<file path="config.mk">
export PLATFORM = sky130hd
export DESIGN_NAME = pelc_ram
export DESIGN_NICKNAME = d
export VERILOG_FILES = /design/src/sv/pelc_ram.sv
export SDC_FILE = /design/constraint.sdc
export NUM_CORES = 1
export LEC_CHECK = 0
export BUFFER_PORTS_ARGS = -buffer_cell sky130_fd_sc_hd__buf_2
export CORE_UTILIZATION = 30
export CTS_BUF_LIST = sky130_fd_sc_hd__clkbuf_2
export CTS_CLUSTER_SIZE = 10
export DETAILED_ROUTE_END_ITERATION = 6
export GPL_ROUTABILITY_DRIVEN = 0
export GPL_TIMING_DRIVEN = 0
export PLACE_DENSITY = 0.49
export SLEW_MARGIN = 25
export SYNTH_ARGS = -nofsm -noshare
export SYNTH_HDL_FRONTEND = slang
export SYNTH_SLANG_ARGS = --single-unit
</file>
<file path="constraint.sdc">
create_clock -name clk -period 3.07 [get_ports clk]
set_clock_uncertainty 0.15 [all_clocks]
set_input_delay 0.4605 -clock clk [delete_from_list [all_inputs] [get_ports clk]]
set_output_delay 0.4605 -clock clk [all_outputs]
set_load 0.02 [all_outputs]
</file>
<file path="src/sv/pelc_ram.sv">
// ----------------------------------------------------------------------------
// pelc_ram: generic single-write, single-read RAM
// One write port and one read port with registered read data.
// ----------------------------------------------------------------------------
module pelc_ram #(
  parameter int WIDTH = 8,
  parameter int DEPTH = 16
) (
  input  logic                     clk,
  input  logic                     we,
  input  logic [$clog2(DEPTH)-1:0] waddr,
  input  logic [WIDTH-1:0]         wdata,
  input  logic [$clog2(DEPTH)-1:0] raddr,
  output logic [WIDTH-1:0]         rdata
);

  logic [WIDTH-1:0] mem [DEPTH];

  // write and registered read
  always_ff @(posedge clk) begin
    if (we) begin
      mem[waddr] <= wdata;
    end
    rdata <= mem[raddr];
  end

endmodule

</file>
# [Yosys cells after proc, flatten, opt, wreduce, memory -nomap -nowiden]
# Memory sizes are Yosys's and may differ from the RTL's. A register that Yosys moved wholly into a read port is not among the register bits.
# Cells that the tools add are included.
[op_classes] n_addsub=0 div=0 shift=0 n_eq_ne=0 n_bitwise=0 n_reduce_logical=0 n_lt_le_gt_ge=0 mul=0 muxes=2
[ops] operator="$mux 1" n=2
[totals] word_cells=3 rom_bits=0 latch_bits=0 out_inout_bits=8 mem_bits_rw=128 input_bits=18 mem_count=1 regBits=0
[memory_table] memory="mem" words=16 word_bits=8 read_ports=1 rd_clocked_by_memory_dff=1 wr=1 line="17" rtl="logic [WIDTH-1:0] mem [DEPTH];"

# [Logic depth before layout (Yosys ltp)]
[depth] ltp_word=2 depth_mapped=5 ltp_nobuf=3

# [Worst setup path after synthesis]
# Ideal clock, no wire load.
[synth_timing] kind="input -> register" start="in waddr[2]" end="mem mem[0][0], enable pin" t_arrival_ns=1.570 path_stages=2 slack_ns=0.967 required_time_ns=2.537 path_buffers=0 setup_ns=0.383 cell_sequence="or3b_2 nor3_1"
[synth_rtl] element="from (decl)" line="11" rtl="input logic [$clog2(DEPTH)-1:0] waddr,"
[synth_rtl] element="to (decl)" line="17"
# Straight into the memory's write port.

# [Worst setup path in the final report]
[layout_timing] start="reg rdata[1], read port of mem" end="out rdata[1]"
[layout_rtl] element="from (decl)" line="14" rtl="output logic [WIDTH-1:0] rdata"
# No word-level cell between the ends.

==> run_results.csv <==
group,metric,value,unit
power,swShare,21.8,%
worst_setup_path,max_stage_delay,0.35,ns
timing,finalHoldViolCount,0,
placement,place_area,5560,µm²
finish,final_util,35.5,%
power,leakagePower,1.94,nW
finish,finalInstanceArea,5900,µm²
worst_setup_path,start_kind,"flop",
flow_run,cap_violations,0,
timing,period_share,58.4,%
worst_setup_path,cp_cell_sequence,"buf_2",
worst_setup_path,crit_fanout,1,
timing,tightest_slew,0.880,ns
detailed_routing,dr.pass1.iters,4,
worst_setup_path,reg2reg_slack,1.54,ns
clocking,cts_made_buffers,17,
grt,grt_pass1_vias,2484,
worst_setup_path,critPathBufInv,1,
worst_setup_path,r2r-end,"rdata[2]",
power,powerDensity,584,nW/µm²
floorplanning,core,16600,µm²
min_path,min_path_cells,4,
floorplanning,num_rows,47,
floorplanning,die_area,17700,µm²
worst_setup_path,worstPathRequired,2.46,ns
floorplanning,dieWidth,133,µm
worst_setup_path,r2r_start,"mem[5][2]",
worst_setup_path,slowest_stage,"dfxtp_1",
worst_setup_path,cp_top_family,"flip-flops",
clocking,cts_setup_buffers,0,
finish,drive_gt1_share,29.4,%
finish,area_growth,14.7,%
clocking,clk_pin_slew,0.20,ns
yosys,seq_area_frac_synth,77.8,%
power,clock_power_share,33.2,%
placement,place_hpwl,6730,µm
outcome,outcome,"finished, final reports clean",
yosys,synth.most_common_cell,"edfxtp_1",
timing,finalCriticalPeriod,1.79,ns
floorplanning,die_h,133,µm
clocking,cts_buffer_depth,2,
detailed_routing,via_per_inst,4.65,
yosys,synth_cells,229,
worst_setup_path,cp.arrival,1.18,ns
grt,grt_remaining_overflow,0,
grt,grt_pass1_wl,15800,µm
detailed_routing,drt_iter0_drc,308,
timing,worst_slew_margin_rel,41.1,%
detailed_routing,num_vias,2388,
detailed_routing,drc,0,
yosys,ys_dominant_reg_cell,"edfxtp_1",
power,intPower,2.70,mW
floorplanning,start_util,30.9,%
clocking,clock_latency,0.68,ns
power,total_power,3.45,mW
yosys,syn_nets,247,
finish,nNetsFinal,298,
power,seq_power_share,60.3,%
yosys,yosys_warnings,0,
timing,setup_tns,0,ns
yosys,ys_ff_latch,136,
clocking,htree_levels,4,
detailed_routing,post_drt_wl_per_cell,20.6,µm
grt,antenna_found_initial,1,
yosys,avgSynthCellArea,22.5,µm²
clocking,ctsResizeCount,0,
yosys,async_reset_ff_share,0,%
worst_setup_path,worstRegToRegCells,3,
timing,rsz0062_at_grt,"false",
worst_setup_path,cp-end-kind,"output pin",
power,peakVddDrop,0.201,mV
power,pwr-share-comb,6.5,%
min_path,hold_path_class,"primary input to flop",
finish,nFillCells,1566,
floorplanning,io_pins,26,
yosys,synth_edf_count,128,
timing,whs,0.120,ns
placement,io_buffers,24,
yosys,yosys-top-cells-area,"edfxtp_1, mux4_2, mux4_1, dfxtp_1, a22oi_1",
grt,track_usage,13.1,%
detailed_routing,drt_wl_total,10600,µm
timing,fmax,557,MHz
worst_setup_path,path_class,"flop to output pin",
timing,finalMaxSlewViolations,0,
timing,setup_viol,0,
power,netSwitchingPower,0.751,mW
grt,grt_start_max_net_pins,17,
yosys,post_synth_num_cell_types,19,
clocking,cts.sinks,136,
yosys,synth.top_cell.area_share,74.7,%
min_path,min_to,"rdata[0]",
clocking,clk_root_buffer_cell,"clkbuf_2",
detailed_routing,postRouteAntennaNets,0,
clocking,cts_tree,"built",
yosys,syn_area,5150,µm²
yosys,yosysTopAreaCell,"edfxtp_1",
min_path,hold_start,"raddr[1]",
yosys,synthTopCellsByCount,"edfxtp_1, mux4_2, a22oi_1",
clocking,cts_hold_buf,8,
==> state kept, by name (all words and copies together) (netlist names) <==
register	count
rdata	8
mem	128
==> kinds of logic after synthesis <==
family                 Yosys count  share of synthesized area [%]
DFF                            136                           77.8
and+or+nand+nor                 35                           3.18
muxes                           32                           15.0
AOI/OAI and AO/OA               16                           2.33
buffers and inverters           10                           1.68
==> per-layer routing <==
layer	wire, µm	track usage [%]	vias up	share of wire (%)
met5	0	0	-	0
li1	-	-	1085	-
met2	4740	17.9	68	45
met4	113	5.75	0	1.1
met3	615	4.25	9	5.8
met1	5120	18.8	1226	48
==> area by class of cell <==
class | instances | area (µm²) | share of cell area, %
Antenna cell | 1 | 2.50 | 0.0424
Buffer | 10 | 86.3 | 1.46
Clock buffer | 21 | 105 | 1.78
Clock inverter | 11 | 154 | 2.61
Multi-Input combinational cell | 83 | 1080 | 18.2
Sequential cell | 136 | 4000 | 67.8
Tap cell | 220 | 275 | 4.66
Timing Repair Buffer | 32 | 200 | 3.39
==> cell usage in the layout (no fill, tap or decap), drive strengths merged <==
master	synthesis	routed
nand2b	2	2
buf	7	31
bufinv	0	4
nor2b	1	1
dlygate4sd3	0	8
clkinvlp	0	1
nor3	4	4
a22oi	16	16
and2	1	1
edfxtp	128	128
clkdlybuf4s25	3	3
mux4	32	32
clkbuf	0	21
clkinv	0	6
or3b	1	1
and2b	1	1
nand3	1	1
nand2	9	9
nand3b	2	2
nor2	13	13
dfxtp	8	8
diode	0	1
==> through the flow <==
stage          cells  worst slack [ns]
6_report         514              1.28
2_1_floorplan    229             0.967
4_1_cts          513              1.17
5_1_grt          514              1.12
3_3_place_gp     473             0.272
3_5_place_dp     473             0.683
==> power groups by stage <==
stage | Clock [mW] | Sequential [mW] | Combinational [mW]
global route | 1.25 | 2.09 | 0.243
floorplan | 0 | 2.14 | 0.105
global placement | 0 | 2.12 | 0.218
detailed placement | 0 | 2.12 | 0.221
CTS | 1.18 | 2.08 | 0.230
finish | 1.14 | 2.08 | 0.224
==> worst max path at each step <==
stage                end  slack, ns  cells past startpoint  startpoint
2_1_floorplan  mem[0][0]       0.97                      2    waddr[2]
3_3_place_gp   mem[0][7]       0.27                      3    waddr[2]
3_5_place_dp   mem[1][1]       0.68                      3    waddr[2]
4_1_cts         rdata[4]       1.17                      1    rdata[4]
5_1_grt         rdata[6]       1.12                      1    rdata[6]
6_report        rdata[1]       1.28                      1    rdata[1]
Power figures use the tool's default switching activity.
