==> src/sv/pelc_pkg.sv <==
// ----------------------------------------------------------------------------
// pelc_pkg: shared constants and helpers of the light-curve binner
// Table sizes, field widths, command and register codes, sequencer states.
// ----------------------------------------------------------------------------
package pelc_pkg;

  localparam int MAX_WINDOWS        = 128;
  localparam int MAX_INTERVALS      = 64;
  localparam int MAX_BINS_PER_EVENT = 64;

  localparam int TIME_W   = 40;
  localparam int WAVE_W   = 21;
  localparam int WEIGHT_W = 24;
  localparam int SUM_W    = 48;
  localparam int RATE_W   = 48;
  localparam int INV_W    = 32;
  localparam int BYTE_W   = 8;

  localparam int WCNT_W  = $clog2(MAX_WINDOWS + 1);
  localparam int ICNT_W  = $clog2(MAX_INTERVALS + 1);
  localparam int WADDR_W = (MAX_WINDOWS > 1) ? $clog2(MAX_WINDOWS) : 1;
  localparam int IADDR_W = (MAX_INTERVALS > 1) ? $clog2(MAX_INTERVALS) : 1;
  localparam int IDX_W   = (WCNT_W > ICNT_W) ? WCNT_W : ICNT_W;
  localparam int CLOSE_W = $clog2(MAX_BINS_PER_EVENT + 1);

  // configuration port
  localparam int PADDR_W = 6;
  localparam int PDATA_W = 64;

  localparam logic [2:0] REG_BIN_WIDTH = 3'd0;
  localparam logic [2:0] REG_INV_WIDTH = 3'd1;
  localparam logic [2:0] REG_GRATING   = 3'd2;
  localparam logic [2:0] REG_APERTURE  = 3'd3;
  localparam logic [2:0] REG_DAY_NIGHT = 3'd4;

  // request commands
  localparam logic [1:0] CMD_EVENT    = 2'd0;
  localparam logic [1:0] CMD_WINDOW   = 2'd1;
  localparam logic [1:0] CMD_INTERVAL = 2'd2;

  localparam logic [1:0] DN_DAY   = 2'd0;
  localparam logic [1:0] DN_NIGHT = 2'd1;

  localparam logic [1:0] AP_OTHER = 2'd3;
  localparam logic [7:0] CH_LIF   = 8'd3;
  localparam logic [7:0] CH_SIC   = 8'd7;
  localparam logic [7:0] DAY_MASK = 8'd254;

  localparam logic [TIME_W-1:0] BIN_WIDTH_RST = 40'd65536;
  localparam logic [INV_W-1:0]  INV_WIDTH_RST = 32'd65536;

  // sequencer states
  localparam int ST_W = 4;
  localparam logic [ST_W-1:0] S_IDLE     = 4'd0;
  localparam logic [ST_W-1:0] S_CHECK    = 4'd1;
  localparam logic [ST_W-1:0] S_ISCAN    = 4'd2;
  localparam logic [ST_W-1:0] S_RATE_HI  = 4'd3;
  localparam logic [ST_W-1:0] S_RATE_LO  = 4'd4;
  localparam logic [ST_W-1:0] S_RATE_SUM = 4'd5;
  localparam logic [ST_W-1:0] S_EMIT     = 4'd6;
  localparam logic [ST_W-1:0] S_ADV      = 4'd7;
  localparam logic [ST_W-1:0] S_DIV      = 4'd8;
  localparam logic [ST_W-1:0] S_SKIP     = 4'd9;
  localparam logic [ST_W-1:0] S_WSCAN    = 4'd10;
  localparam logic [ST_W-1:0] S_APPLY    = 4'd11;
  localparam logic [ST_W-1:0] S_FLUSH    = 4'd12;

  // day/night flag test
  function automatic logic time_ok(input logic [1:0] mode, input logic [7:0] f);
    logic ok;
    if (mode == DN_DAY) begin
      ok = (f == 8'd1);
    end else if (mode == DN_NIGHT) begin
      ok = (f == 8'd0);
    end else begin
      ok = ((f & DAY_MASK) == 8'd0);
    end
    return ok;
  endfunction

  // channel test against grating and aperture
  function automatic logic channel_ok(input logic gs, input logic [1:0] ap,
                                      input logic [7:0] ch);
    logic [7:0] want;
    want = (gs ? CH_SIC : CH_LIF) - {6'd0, ap};
    return (ap != AP_OTHER) && (ch == want);
  endfunction

endpackage

==> src/sv/pelc_rem.sv <==
// ----------------------------------------------------------------------------
// pelc_rem: iterative remainder unit
// Restoring division, one quotient bit a cycle, gives dividend mod divisor.
// ----------------------------------------------------------------------------
module pelc_rem
  import pelc_pkg::*;
(
  input  logic              clk,
  input  logic              rst,
  input  logic              start,
  input  logic [TIME_W-1:0] dividend,
  input  logic [TIME_W-1:0] divisor,
  output logic              done,
  output logic [TIME_W-1:0] remainder
);

  localparam int CNT_W = $clog2(TIME_W + 1);

  logic [TIME_W:0]   rem;
  logic [TIME_W-1:0] num;
  logic [TIME_W-1:0] den;
  logic [CNT_W-1:0]  cnt;
  logic              busy;
  logic [TIME_W:0]   trial;

  assign trial     = {rem[TIME_W-1:0], num[TIME_W-1]};
  assign remainder = rem[TIME_W-1:0];

  // control
  always_ff @(posedge clk) begin
    if (rst) begin
      busy <= 1'b0;
      done <= 1'b0;
      cnt  <= '0;
    end else begin
      done <= 1'b0;
      if (start) begin
        busy <= 1'b1;
        cnt  <= CNT_W'(TIME_W);
      end else if (busy) begin
        cnt <= cnt - 1'b1;
        if (cnt == CNT_W'(1)) begin
          busy <= 1'b0;
          done <= 1'b1;
        end
      end
    end
  end

  // shift and conditional subtract
  always_ff @(posedge clk) begin
    if (start) begin
      rem <= '0;
      num <= dividend;
      den <= divisor;
    end else if (busy) begin
      num <= {num[TIME_W-2:0], 1'b0};
      if (trial >= {1'b0, den}) begin
        rem <= trial - {1'b0, den};
      end else begin
        rem <= trial;
      end
    end
  end

endmodule

==> config.mk <==
export PLATFORM = sky130hd
export DESIGN_NAME = pelc_rem
export DESIGN_NICKNAME = d
export VERILOG_FILES = /design/src/sv/pelc_pkg.sv /design/src/sv/pelc_rem.sv
export SDC_FILE = /design/constraint.sdc
export NUM_CORES = 1
export LEC_CHECK = 0
export CORE_MARGIN = 2
export CORE_UTILIZATION = 55
export DETAILED_ROUTE_END_ITERATION = 10
export DONT_BUFFER_PORTS = 1
export PLACE_DENSITY = 0.7
export SETUP_SLACK_MARGIN = 0.05
export SLEW_MARGIN = 20
export SYNTH_ARGS = -nofsm -noshare
export SYNTH_HDL_FRONTEND = slang
export SYNTH_SLANG_ARGS = --single-unit
export TNS_END_PERCENT = 10
==> constraint.sdc <==
create_clock -name clk -period 7.6 [get_ports clk]
set_clock_uncertainty 0.2 [all_clocks]
set_input_delay 0.76 -clock clk [delete_from_list [all_inputs] [get_ports clk]]
set_output_delay 0.76 -clock clk [all_outputs]
set_load 0.02 [all_outputs]
== Word-level counts from Yosys, hierarchy flattened ==
Index checks and enable logic that the tools add are counted.
Word-level totals
  flip-flop bits (word level): 128
  input bits: 83
  output and inout bits: 41
  logic and storage cells: 24
Cells by class
  add/subtract/negate cells: 2
  $lt $le $gt $ge: 1
  equality and inequality tests: 1
  multiplexer cells: 9
  bitwise logic cells: 1
  reductions and logical operators: 3
Operator list (number)
  40-bit 2-to-1 mux: 3
  41-bit by 40-bit >= comparator with 1-bit output: 1
  40-bit subtractor: 1
  6-bit 2-to-1 mux: 2
  6-bit by 1-bit equality test with 1-bit output, second input constant: 1
  6-bit by 1-bit subtractor with 6-bit output, second input constant: 1
  1-bit 2-to-1 mux: 4
  3-bit OR reduction: 1
  2-bit nonzero test: 1
  2-bit OR reduction: 1
  1-bit NOT: 1

== Depth between registers and ports, before layout ==
  word-level depth: 4
  depth in mapped cells: 15
  gate-level depth less buffers: 13

== Worst setup path before layout ==
No wires, ideal clock.
  path type: flip-flop to flip-flop
  start point: register num[39]
  end point: register rem[20]
  setup time: 86 ps
  arrival time: 2772 ps
  slack: 4543 ps
  cell stages (with the launch flop): 14
  path buffers: 0
  clock period less this slack: 3057 ps
  cells stage by stage: edfxtp_1 > inv_1 > ha_1 > inv_1 > fa_1 > a21o_1 > a221o_1 > a221oi_2 > o21ai_1 > a21o_1 > a21oi_1 > xnor2_1 > mux2i_1 > a211oi_1
Between the ends
  cells in the longest elaborated chain, start to end: 2
  elaborated cells on any way between the ends: 3
Ends and longest elaborated chain
  start, declared: line pelc_rem.sv:20  | logic [TIME_W-1:0] num;
  start signal, assigned: line pelc_rem.sv:54  | num <= dividend;
  start signal, assigned: line pelc_rem.sv:57  | num <= {num[TIME_W-2:0], 1'b0};
  40-bit subtractor or 41-bit by 40-bit >= comparator with 1-bit output (tied branches): line pelc_rem.sv:59, pelc_rem.sv:58
  40-bit 2-to-1 mux (*): line pelc_rem.sv:58  | if (trial >= {1'b0, den}) begin
  end signal, assigned: line pelc_rem.sv:59  | rem <= trial - {1'b0, den};
  end signal, assigned: line pelc_rem.sv:61  | rem <= trial;
  end, declared: line pelc_rem.sv:19  | logic [TIME_W:0] rem;
Mark *: on every way between the ends. The rest lies on a longest branch, timed or not.
A chain may end at the register's enable or synchronous reset.

== Worst setup path after layout ==
  start point: register rem[7]
  end point: register rem[2]
Between the ends
  cells in the longest elaborated chain, start to end: 2
Ends and longest elaborated chain (line)
  41-bit by 40-bit >= comparator with 1-bit output: pelc_rem.sv:58
  40-bit 2-to-1 mux: pelc_rem.sv:58
No other way between the ends.

==> results.py <==
metrics = {
    "logic_synthesis": {
        "async_flop_share_pct": 0,
        "synthesis.instances": 743,
        "synth.cell_area_mm2": 0.007472,
        "synth-seq-area-share_pct": 45.01,
        "synth-edff-count": 80,
        "ys.flop_type": "edfxtp_1",
        "synthesis.nets": 869,
        "synth.yosys.warnings": 0,
        "avgSynthCellArea_um2": 10.06,
        "post_synth_num_cell_types": 65,
        "postSynthRegisterBits": 128,
    },
    "clocking": {
        "cts.root.buffer_cell": "clkbuf_16",
        "cts_post_setup_buffers_inserted": 0,
        "postCtsHoldBufs": 0,
        "clk_pin_slew_ps": 60,
        "clock_tree.htree_level_count": 4,
        "cts_resized": 0,
        "cts_tree": "done",
        "clkLatencyLatePin_ps": 430,
        "clock_buffers_created_by_tritoncts": 17,
        "clk_path_buf_depth": 2,
        "cts_sinks": 128,
    },
    "die": {
        "die_area_mm2": 0.01453,
        "floorplan.initialDensity_pct": 56.42,
        "fp.dieW_um": 120.6,
        "rows": 42,
        "die_height_um": 120.6,
        "floorplan.core_area_mm2": 0.01324,
        "num_ports": 124,
    },
    "sta": {
        "max-slew-margin-rel_pct": 40.62,
        "finalSetupTns_ps": 0,
        "rsz_0062_raised_after_global_routing": "false",
        "drv_slew": 0,
        "tightestPinTransition_ps": 890.7,
        "max_freq_ghz": 0.2494,
        "hold_violations": 0,
        "period_needed_ps": 4010,
        "fin_crit_sh_pct": 52.76,
        "setup_violations": 0,
    },
    "grt": {
        "number_of_global_route_vias_before_repair": 5249,
        "antenna_violations_before_repair": 0,
        "maximum_number_of_pins_on_one_net_before_global_route_repair": 131,
        "wire_length_of_the_first_global_routing_pass_mm": 25.11,
        "grt_overflow_total": 0,
        "track_usage_pct": 21.86,
    },
    "power": {
        "vdd_drop_max_mv": 0.1865,
        "power.static_leakage_nw": 3.294,
        "power.density_cell_area_mw_per_mm2": 265.5,
        "report.power.total_mw": 2.154,
    },
    "critical_path": {
        "critPathArrivalTime_ps": 4130,
        "worst_path_dominant_cell_family": "compound AO/OA/AOI/OAI gates",
        "critPathMaxStageDelay_ps": 630,
        "crit_type": "register to register",
        "critPathBufInv": 1,
        "cp_max_fo": 36,
        "end_kind": "register",
        "critical_path.slowest_cell": "o31a_2",
        "timing.critical_path.cells": "ha_1 > a21oi_1 > o21ai_0 > a41oi_1 > o211ai_4 > a31oi_2 > o31a_2 > buf_4 > mux2_2 > mux2i_1 > nor2_1",
        "data_required_time_at_the_worst_endpoint_ps": 7720,
        "start_kind": "register",
    },
    "place": {
        "dpl.hpwl_mm": 10.84,
        "placement.io_buffers": 0,
        "dpl.cell_count": 878,
        "place_congestion": 0.8352,
    },
    "final_layout": {
        "finish.utilization_pct": 61.26,
        "antennaDiodeCount": 0,
        "syn2layout_area_growth_pct": 8.573,
        "final-instance-count-excl-fill": 910,
        "num-nets-final": 847,
        "share_of_post_route_cells_with_drive_strength_above_1_pct": 11.99,
        "filler_cell_count": 1147,
    },
    "routing": {
        "via_per_instance_ratio": 5.788,
        "remaining_drc_errors": 0,
        "drt_first_pass_iters": 7,
        "drt-initial-drc-count": 311,
        "top_layer_used": "met4",
        "met2WireLength_mm": 7.341,
        "route.met3.wl_mm": 1.109,
        "dr_total_vias": 5267,
        "route.layer.met1.wl_mm": 6.673,
        "post_drt_wl_per_cell_um": 16.88,
        "drt-total-wl_mm": 15.36,
        "drt.antenna.violating_nets": 0,
    },
    "run_status": {
        "run_status": "complete, no violations",
    },
    "flow_run": {
        "cap_violations": 0,
    },
    "worst_hold_path": {
        "hold_path_class": "input pin to register",
    },
}
==> sequential cells by signal, indices dropped and copies added (netlist names) <==
register and flops:
num 40, cnt 6, done 1, rem 40, busy 1, den 40
==> per-stage QoR <==
step / hold WS [ps] / instance area, µm² / worst slack, ps
after floorplan: 268.9 / 7472 / 4543
after global placement: 284.5 / 7495 / 3668
after detailed placement: 319.4 / 7495 / 3593
after CTS: 175.8 / 8113 / 3555
after global routing: 171.3 / 8113 / 3208
final: 194.6 / 8113 / 3590
==> cell usage after synthesis (all sizes together), types with 2 or more instances <==
library cell	n	area [µm²]
nor2b	8	50.05
nand3b	4	30.03
xor2	20	175.2
a221o	2	20.02
inv	55	206.5
a2111oi	3	26.28
mux2i	19	190.2
or2	2	12.51
or3	3	18.77
and3	8	55.05
nor3b	2	15.01
o31ai	2	15.01
nand4	11	68.82
mux2	42	473.0
a221oi	2	23.77
a31oi	8	56.30
nor4b	2	17.52
xnor2	19	166.4
o21bai	11	82.58
dfxtp	48	960.9
nor2	83	311.6
a21oi	64	320.3
nor3	10	55.05
a311oi	5	43.79
clkbuf	20	76.32
buf	23	138.9
a21o	16	120.1
ha	42	525.5
o211ai	4	43.79
and2	2	15.02
edfxtp	80	2402
nor4	6	37.54
nand3	8	40.04
o21ai	23	118.9
a31o	2	17.52
a211oi	34	255.2
a41oi	2	17.52
nand2	30	115.1
nand2b	5	31.28
==> placed cells by master, fill, tap and decap left out, types with 7 or more instances in the layout <==
| cell | synthesis | layout |
|---|---|---|
| nand3_1 | 8 | 8 |
| ha_1 | 42 | 42 |
| a211oi_1 | 34 | 34 |
| o21ai_0 | 20 | 20 |
| mux2_2 | 42 | 42 |
| a21o_1 | 16 | 16 |
| a21oi_1 | 64 | 64 |
| dfxtp_1 | 48 | 47 |
| o21bai_1 | 11 | 11 |
| and3_1 | 7 | 7 |
| inv_1 | 55 | 55 |
| nor3_1 | 9 | 9 |
| edfxtp_1 | 80 | 80 |
| nand4_1 | 11 | 11 |
| xor2_1 | 20 | 20 |
| xnor2_1 | 19 | 19 |
| clkbuf_16 | 0 | 17 |
| nand2_1 | 29 | 29 |
| nor2_1 | 83 | 83 |
| a31oi_1 | 7 | 7 |
| nor2b_1 | 8 | 8 |
| mux2i_1 | 19 | 19 |
==> layout make-up <==
class                      instances  area, µm²  area share, %
clock buffer                      21      460.4          5.676
sequential                       128       3364          41.47
timing repair buffer               2      15.01         0.1851
multi-input combinational        517       3689          45.47
inverter                          55      206.4          2.545
tap                              176      220.2          2.714
clock inverter                    11      157.7          1.943
==> path summary, 6_finish.rpt <==
path,from,endpoint,slack (ps),cells after the start
worst max-delay path,rem[7],rem[2],3590,11
worst min-delay path,rst,busy,190,1
worst max register to register,rem[7],rem[2],3590,11
worst min register to register,cnt[1],cnt[1],330,2
==> routing by layer <==
metal,vias to the layer above,track usage (%)
met5,-,0
met3,20,8.538
met4,0,7.413
met1,2429,26.72
li1,2666,-
met2,152,35.35
==> cell families (layout without fill, tap and decap cells) <==
kind of cell	Yosys count	after routing	share of synthesized area (%)
fa+ha+maj	43	43	7.301
compound gates	189	189	16.80
flops	128	128	45.01
mux	61	61	8.875
simple gates	185	185	11.81
buf+inv	98	89	5.643
xor+xnor	39	39	4.571
==> where the power goes <==
group | internal (mW) | total (mW) | switching, mW | leakage (nW)
clock | 0.535 | 0.839 | 0.304 | 0.294
sequential | 0.810 | 0.875 | 0.0649 | 1.19
combinational | 0.189 | 0.440 | 0.252 | 1.81
(Power assumes the default switching activity.)
